--- config.mk ---
export PLATFORM = sky130hd
export DESIGN_NAME = command_frame_receiver_checksum
export DESIGN_NICKNAME = d
export VERILOG_FILES = /design/src/hw/rtl/cfrc_pkg.sv /design/src/hw/rtl/cfrc_front.sv /design/src/hw/rtl/cfrc_queue.sv /design/src/hw/rtl/cfrc_back.sv /design/src/hw/rtl/command_frame_receiver_checksum.sv
export SDC_FILE = /design/constraint.sdc
export NUM_CORES = 1
export LEC_CHECK = 0
export ABC_AREA = 1
export BUFFER_PORTS_ARGS = -buffer_cell sky130_fd_sc_hd__buf_2
export CORE_MARGIN = 8
export CORE_UTILIZATION = 61
export DETAILED_ROUTE_END_ITERATION = 16
export MAX_ROUTING_LAYER = met4
export PLACE_DENSITY_LB_ADDON = 0.1
export SLEW_MARGIN = 20
export SYNTH_ARGS = -nofsm -noshare
export SYNTH_HDL_FRONTEND = slang
export SYNTH_SLANG_ARGS = --single-unit
--- constraint.sdc ---
create_clock -name clk -period 4.4 [get_ports clk]
set_clock_uncertainty 0.2 [all_clocks]
set_input_delay 0.66 -clock clk [delete_from_list [all_inputs] [get_ports clk]]
set_output_delay 0.66 -clock clk [all_outputs]
set_load 0.02 [all_outputs]
--- src/hw/rtl/cfrc_pkg.sv ---
// Shared types, constants and the command decoder for the command frame receiver.
// Used by every module of the block; depends on nothing.
package cfrc_pkg;

  // Framing bytes.
  localparam logic [7:0] START_BYTE     = 8'h01;
  localparam logic [7:0] CMD_BYTE_ERASE = 8'h05;
  localparam logic [7:0] CMD_BYTE_WRITE = 8'h06;
  localparam logic [7:0] CMD_BYTE_RESET = 8'h07;
  localparam logic [7:0] CMD_BYTE_SWAP  = 8'h08;
  localparam logic [7:0] CMD_BYTE_VERIFY = 8'h0b;

  // Frame geometry.
  localparam int         INDEX_W             = 9;
  localparam logic [8:0] LEN_ERASE           = 9'd11;
  localparam logic [8:0] LEN_WRITE           = 9'd261;
  localparam logic [8:0] LEN_SHORT           = 9'd6;
  localparam logic [8:0] CMD_INDEX           = 9'd3;
  localparam logic [8:0] FIRST_PAYLOAD_INDEX = 9'd4;
  localparam logic [8:0] MAX_INDEX           = LEN_WRITE - 9'd1;

  // Default depth of the queue between front and back.
  localparam int QUEUE_DEPTH_DEF = 4;

  // Forwarded command codes.
  typedef enum logic [2:0] {
    CMD_ERASE     = 3'd0,
    CMD_WRITE     = 3'd1,
    CMD_RESET     = 3'd2,
    CMD_SWAP_BOOT = 3'd3,
    CMD_VERIFY    = 3'd4
  } cmd_t;

  typedef struct packed {
    logic               known;
    cmd_t               code;
    logic [INDEX_W-1:0] len;
  } cmd_decode_t;

  // One classified byte on its way from the front to the back.
  typedef struct packed {
    cmd_t               command;
    logic [INDEX_W-1:0] byte_index;
    logic [7:0]         data_byte;
    logic               last;
    logic [7:0]         sum;
  } cfrc_item_t;

  // Maps the command byte to its code and frame length.
  function automatic cmd_decode_t decode_command(input logic [7:0] b);
    cmd_decode_t d;
    d.known = 1'b1;
    d.code  = CMD_ERASE;
    d.len   = LEN_SHORT;
    unique case (b)
      CMD_BYTE_ERASE: begin
        d.code = CMD_ERASE;
        d.len  = LEN_ERASE;
      end
      CMD_BYTE_WRITE: begin
        d.code = CMD_WRITE;
        d.len  = LEN_WRITE;
      end
      CMD_BYTE_RESET:  d.code = CMD_RESET;
      CMD_BYTE_SWAP:   d.code = CMD_SWAP_BOOT;
      CMD_BYTE_VERIFY: d.code = CMD_VERIFY;
      default: begin
        d.known = 1'b0;
        d.len   = '0;
      end
    endcase
    return d;
  endfunction

endpackage

--- src/hw/rtl/cfrc_front.sv ---
// Front end: accepts received bytes, tracks frame position, length and running sum,
// and pushes payload bytes into the queue. Depends on cfrc_pkg.
module cfrc_front (
  input  logic                clk,
  input  logic                rst,
  input  logic                in_valid,
  output logic                in_ready,
  input  logic [7:0]          rx_byte,
  input  logic                push_ready,
  output logic                push_valid,
  output cfrc_pkg::cfrc_item_t push_item
);
  import cfrc_pkg::*;

  logic [INDEX_W-1:0] byte_count, byte_count_next;
  logic [INDEX_W-1:0] frame_length, frame_length_next;
  logic [7:0]         running_sum, running_sum_next;
  cmd_t               command_code, command_code_next;

  logic               accept;
  logic               is_last;
  logic [7:0]         sum_plus;
  cmd_decode_t        dec;

  // The front stalls only when the queue is full.
  assign in_ready = push_ready;
  assign accept   = in_valid && in_ready;
  assign sum_plus = running_sum + rx_byte;
  assign dec      = decode_command(rx_byte);
  assign is_last  = ({1'b0, byte_count} + 10'd1) >= {1'b0, frame_length};

  // Payload bytes, from index four on, go to the back end.
  assign push_valid           = accept && (byte_count >= FIRST_PAYLOAD_INDEX);
  assign push_item.command    = command_code;
  assign push_item.byte_index = byte_count;
  assign push_item.data_byte  = rx_byte;
  assign push_item.last       = is_last;
  assign push_item.sum        = running_sum;

  // Frame state update for one accepted byte.
  always_comb begin
    byte_count_next   = byte_count;
    frame_length_next = frame_length;
    running_sum_next  = running_sum;
    command_code_next = command_code;
    if (accept) begin
      priority if (byte_count == '0) begin
        if (rx_byte == START_BYTE) begin
          running_sum_next  = rx_byte;
          frame_length_next = '0;
          byte_count_next   = 9'd1;
        end
      end else if (byte_count < CMD_INDEX) begin
        running_sum_next = sum_plus;
        byte_count_next  = byte_count + 9'd1;
      end else if (byte_count == CMD_INDEX) begin
        if (dec.known) begin
          command_code_next = dec.code;
          frame_length_next = dec.len;
          running_sum_next  = sum_plus;
          byte_count_next   = FIRST_PAYLOAD_INDEX;
        end else begin
          byte_count_next   = '0;
          frame_length_next = '0;
          running_sum_next  = '0;
          command_code_next = CMD_ERASE;
        end
      end else if (is_last) begin
        byte_count_next   = '0;
        frame_length_next = '0;
        running_sum_next  = '0;
        command_code_next = CMD_ERASE;
      end else begin
        running_sum_next = sum_plus;
        byte_count_next  = byte_count + 9'd1;
      end
    end
  end

  // Frame state registers.
  always_ff @(posedge clk) begin
    if (rst) begin
      byte_count   <= '0;
      frame_length <= '0;
      running_sum  <= '0;
      command_code <= CMD_ERASE;
    end else begin
      byte_count   <= byte_count_next;
      frame_length <= frame_length_next;
      running_sum  <= running_sum_next;
      command_code <= command_code_next;
    end
  end

`ifndef ASSERT_OFF
  a_count_range: assert property (@(posedge clk) disable iff (rst)
    byte_count <= MAX_INDEX)
    else $error("frame position beyond the longest frame");

  a_push_known_frame: assert property (@(posedge clk) disable iff (rst)
    push_valid |-> (frame_length != '0) && (byte_count < frame_length))
    else $error("payload byte forwarded without a known frame length");

  a_bad_start_dropped: assert property (@(posedge clk) disable iff (rst)
    (accept && (byte_count == '0) && (rx_byte != START_BYTE)) |=> (byte_count == '0))
    else $error("frame opened by a byte other than the start byte");
`endif

endmodule

--- src/hw/rtl/cfrc_queue.sv ---
// Short queue that decouples the framing front end from the output back end.
// Depends on cfrc_pkg.
module cfrc_queue #(
  parameter int DEPTH = cfrc_pkg::QUEUE_DEPTH_DEF
) (
  input  logic                 clk,
  input  logic                 rst,
  input  logic                 push_valid,
  output logic                 push_ready,
  input  cfrc_pkg::cfrc_item_t push_item,
  output logic                 pop_valid,
  input  logic                 pop_ready,
  output cfrc_pkg::cfrc_item_t pop_item
);
  import cfrc_pkg::*;

  localparam int PTR_W = (DEPTH > 1) ? $clog2(DEPTH) : 1;
  localparam int CNT_W = $clog2(DEPTH + 1);

  cfrc_item_t         entries [DEPTH];
  logic [PTR_W-1:0]   wr_ptr, rd_ptr;
  logic [CNT_W-1:0]   count;
  logic               do_push, do_pop;

  assign push_ready = count < CNT_W'(DEPTH);
  assign pop_valid  = count != '0;
  assign do_push    = push_valid && push_ready;
  assign do_pop     = pop_valid && pop_ready;
  assign pop_item   = entries[rd_ptr];

  // Entry storage.
  always_ff @(posedge clk) begin
    if (do_push) begin
      entries[wr_ptr] <= push_item;
    end
  end

  // Pointers and fill count.
  always_ff @(posedge clk) begin
    if (rst) begin
      wr_ptr <= '0;
      rd_ptr <= '0;
      count  <= '0;
    end else begin
      if (do_push) begin
        wr_ptr <= (wr_ptr == PTR_W'(DEPTH - 1)) ? '0 : wr_ptr + PTR_W'(1);
      end
      if (do_pop) begin
        rd_ptr <= (rd_ptr == PTR_W'(DEPTH - 1)) ? '0 : rd_ptr + PTR_W'(1);
      end
      unique case ({do_push, do_pop})
        2'b10:   count <= count + CNT_W'(1);
        2'b01:   count <= count - CNT_W'(1);
        default: count <= count;
      endcase
    end
  end

`ifndef ASSERT_OFF
  a_fill_bound: assert property (@(posedge clk) disable iff (rst)
    count <= CNT_W'(DEPTH))
    else $error("queue fill count above its depth");
`endif

endmodule

--- src/hw/rtl/cfrc_back.sv ---
// Back end: takes classified bytes from the queue, forms the checksum verdict on the
// last byte and holds the result in an output register. Depends on cfrc_pkg.
module cfrc_back (
  input  logic                 clk,
  input  logic                 rst,
  input  logic                 pop_valid,
  output logic                 pop_ready,
  input  cfrc_pkg::cfrc_item_t pop_item,
  output logic                 out_valid,
  input  logic                 out_ready,
  output logic [2:0]           command,
  output logic [8:0]           byte_index,
  output logic [7:0]           data_byte,
  output logic                 last,
  output logic                 checksum_good
);
  import cfrc_pkg::*;

  cfrc_item_t held;
  logic       good;
  logic       load;

  // The output register refills whenever it is empty or being drained.
  assign load      = pop_valid && (!out_valid || out_ready);
  assign pop_ready = !out_valid || out_ready;

  // Output valid flag.
  always_ff @(posedge clk) begin
    if (rst) begin
      out_valid <= 1'b0;
    end else if (!out_valid || out_ready) begin
      out_valid <= pop_valid;
    end
  end

  // Result payload, with the verdict formed only on the last byte.
  always_ff @(posedge clk) begin
    if (load) begin
      held <= pop_item;
      good <= pop_item.last && (pop_item.sum == pop_item.data_byte);
    end
  end

  assign command       = held.command;
  assign byte_index    = held.byte_index;
  assign data_byte     = held.data_byte;
  assign last          = held.last;
  assign checksum_good = good;

`ifndef ASSERT_OFF
  a_verdict_on_last: assert property (@(posedge clk) disable iff (rst)
    (out_valid && checksum_good) |-> last)
    else $error("good checksum verdict on a byte that is not the last");
`endif

endmodule

--- src/hw/rtl/command_frame_receiver_checksum.sv ---
// Command frame receiver: frames bootloader commands and flags the checksum verdict.
// Throughput: one received byte per clock cycle, sustained, while results are taken.
// Path: a payload byte is written into the queue at its transfer in, then loaded into the
// output register whenever that register is empty or being drained, and so reaches the output.
// Stalls: in_ready follows queue space only; with the output held off, the queue and the
// output register take QUEUE_DEPTH + 1 results before in_ready drops, header bytes too.
// Reset (synchronous): returns the framer to idle and empties queue and output register.
// Depends on cfrc_pkg, cfrc_front, cfrc_queue and cfrc_back.
module command_frame_receiver_checksum #(
  parameter int QUEUE_DEPTH = cfrc_pkg::QUEUE_DEPTH_DEF
) (
  input  logic       clk,
  input  logic       rst,
  input  logic       in_valid,
  output logic       in_ready,
  input  logic [7:0] rx_byte,
  output logic       out_valid,
  input  logic       out_ready,
  output logic [2:0] command,
  output logic [8:0] byte_index,
  output logic [7:0] data_byte,
  output logic       last,
  output logic       checksum_good
);
  import cfrc_pkg::*;

  logic       push_valid, push_ready;
  cfrc_item_t push_item;
  logic       pop_valid, pop_ready;
  cfrc_item_t pop_item;

  // Framing and classification.
  cfrc_front u_front (
    .clk        (clk),
    .rst        (rst),
    .in_valid   (in_valid),
    .in_ready   (in_ready),
    .rx_byte    (rx_byte),
    .push_ready (push_ready),
    .push_valid (push_valid),
    .push_item  (push_item)
  );

  // Decoupling queue.
  cfrc_queue #(
    .DEPTH (QUEUE_DEPTH)
  ) u_queue (
    .clk        (clk),
    .rst        (rst),
    .push_valid (push_valid),
    .push_ready (push_ready),
    .push_item  (push_item),
    .pop_valid  (pop_valid),
    .pop_ready  (pop_ready),
    .pop_item   (pop_item)
  );

  // Verdict and output register.
  cfrc_back u_back (
    .clk           (clk),
    .rst           (rst),
    .pop_valid     (pop_valid),
    .pop_ready     (pop_ready),
    .pop_item      (pop_item),
    .out_valid     (out_valid),
    .out_ready     (out_ready),
    .command       (command),
    .byte_index    (byte_index),
    .data_byte     (data_byte),
    .last          (last),
    .checksum_good (checksum_good)
  );

endmodule

==> metrics <==
Crit. Startpoint u_front.byte_count[2]; Hold Worst Slack between 0.2 and 0.3 ns; top cells by count, synth edfxtp_1 (138), nand2_1 (100), nor2_1 (77); pwr dens 564 nW/um^2; number of synthesized flops with an enable pin 138; syn avg cell area 11.0 um^2; Yosys top cell area share 0.552; nets@finish 756; fin crit share 0.614; Async S/R FF share, synth 0; Cell Rows 40; max-slew violations 0; Final Hold Vio Count 0; Rel. slew slack 0.313; Post-route DRC 0; Req. time, crit path 4.50 ns; Pre-Repair DR Iteration Count 5; Fmax 0.370 GHz; Vias a little over 5k; static leakage 3.31 nW; critical path class reg -> reg; Wirelength per Cell 17.8 um; Area contributors post-synth edfxtp_1 (55%), dfxtp_1 (9.3%), nand2_1 (5.0%); pin count of the biggest net entering global routing 61; main flop type after synthesis edfxtp_1; post-synthesis sequential area ratio 0.645; initial DRC count 438; drt via density around 5.8; dominant cell type by area after synthesis edfxtp_1; CTS tree built; most numerous cell in the Yosys netlist edfxtp_1; RSZ-0062 raised after global routing no; crit path time final 2.70 ns; #FFs+latches synth 173; ant diodes 0; share of cells above drive strength 1 0.134; CP max FO 9; status completed; CORE AREA 12000 um^2; routability-driven placement congestion ratio 0.905; Yosys warnings 0; fillers 870; mapped cell area between 7000 and 8000 um^2; cts hold-fix bufs 0; clock sinks 173; Clock transition at path regs 0.06 ns; cts repair resizes 0; H-tree Lvls 4; Die X-Extent 127 um; Worst Min Path Start u_queue.count[0]; GRT Resource Usage Total 0.205; vias in the first global route 4966; Hold Crit Class reg -> reg; crit path launch type flip-flop; VDD IR max 492 uV; buffer depth of the longest clock path 2; gr ovfl total 0; remaining antenna violation count 0; drt total wl between 15000 and 20000 um; setup TNS 0 ns; first-pass GRT wire length between 20000 and 25000 um; initial core utilization 0.625; Syn-to-layout area delta 12.5%; setup violators final 0; Synth Instances 683; PortBufs 35; worst skew pair latency 0.42 ns; initial antenna violation count 0; Worst R2R Start u_front.byte_count[2]; die outline area 16100 um^2; worst slew pin tran slightly above 1 ns; Net Count, Synth 718; Post-CTS Setup Inserts 0; Yosys cell types 43; Max Cap Violations 0; Root Buffer clkbuf_16; crit path DAT 2.80 ns; DPL Wire Length 9830 um; Chip Height ~130 um; nature of the critical path endpoint flip-flop; IO Count 36; clock buffer count from CTS 17
==> through the flow <==
| stage | util | setup slack, ns | cell area, um^2 | std cells | total power (W) |
|---|---|---|---|---|---|
| floorplan | - | 0.825 | 7510 | 683 | 0.00291 |
| global placement | 0.652 | 1.79 | 7840 | 849 | 0.00324 |
| detailed placement | 0.652 | 1.69 | 7840 | 849 | 0.00328 |
| CTS | 0.703 | 1.68 | 8440 | 881 | 0.00480 |
| global route | 0.703 | 1.44 | 8440 | 881 | 0.00499 |
| finish | 0.703 | 1.70 | 8440 | 881 | 0.00476 |
==> worst paths after layout <==
check                                         to  slack [ns]  cells after the start
worst max-delay path            u_queue.count[2]        1.70                     12
worst max register to register  u_queue.count[2]        1.70                     12
worst min register to register  u_queue.count[0]        0.26                      1
worst min-delay path            u_queue.count[0]        0.26                      1
==> placed cells by master (no fill, tap or decap), drive strengths merged, types with 2 or more instances in the layout <==
master / synthesis / layout
a21oi: 37 / 37
o211ai: 3 / 3
bufinv: 0 / 4
o21ai: 68 / 68
nand4: 14 / 14
clkbuf: 13 / 19
nand2: 105 / 105
edfxtp: 138 / 138
a32o: 4 / 4
a32oi: 2 / 2
dfxtp: 35 / 35
a211oi: 2 / 2
nor2: 81 / 81
nand3: 25 / 25
xor2: 6 / 6
inv: 71 / 71
nor3: 6 / 6
fa: 2 / 2
o22ai: 23 / 23
xnor2: 4 / 4
clkinvlp: 0 / 3
ha: 21 / 21
clkinv: 2 / 8
buf: 11 / 43
==> state kept, by name (all words and copies together) (netlist names), named ones only <==
register and cells:
u_back.last 1, u_queue.count 3, u_back.byte_index 9, u_back.checksum_good 1
u_back.data_byte 8, u_queue.entries 116, u_front.byte_count 9, u_front.frame_length 5
u_back.command 3, u_front.running_sum 8, u_queue.rd_ptr 2, u_back.out_valid 1
u_front.command_code 3, u_queue.wr_ptr 2
==> critical path: stages, from the launching register on <==
cell and delay, ns:
dfxtp_1 0.40, nor2_2 0.21, nand2_2 0.10, nor4_4 0.29
nor2_1 0.08, clkinv_1 0.19, ha_1 0.18, inv_1 0.07
fa_1 0.40, a21oi_1 0.15, o21ai_0 0.11, o21ai_0 0.15
a21oi_1 0.05
==> layout make-up <==
cell class / instances / area (um^2) / share of cell area
Clock buffer: 19 / 433 / 0.0513
Clock inverter: 13 / 173 / 0.0205
Inverter: 73 / 274 / 0.0325
Multi-Input combinational cell: 413 / 2300 / 0.272
Sequential cell: 173 / 4850 / 0.574
Tap cell: 147 / 184 / 0.0218
Timing Repair Buffer: 43 / 235 / 0.0279
==> cells by family (layout without fill, tap and decap cells) <==
| family | Yosys count | in the layout | synth area share |
|---|---|---|---|
| AO/OA/AOI/OAI | 145 | 145 | 0.109 |
| XOR/XNOR | 10 | 10 | 0.0117 |
| adder cells (fa/ha/maj) | 23 | 23 | 0.0403 |
| buffers and inverters | 97 | 148 | 0.0518 |
| flip-flops | 173 | 173 | 0.645 |
| multiplexers | 1 | 1 | 0.00150 |
| AND/OR/NAND/NOR | 234 | 234 | 0.140 |
==> per-layer routing <==
metal | GRT usage | wire (um)
met1 | 0.253 | 6850
met2 | 0.322 | 7450
met3 | 0.0465 | 1100
met4 | 0.0847 | 284
met5 | - | 0
==> where the power goes <==
part / switching [W] / internal, W
combinational: 0.000846 / 0.000368
sequential: 0.0000514 / 0.00197
clock: 0.000584 / 0.000942
total: 0.00148 / 0.00328
No activity file was read; power rests on OpenSTA's default activity.
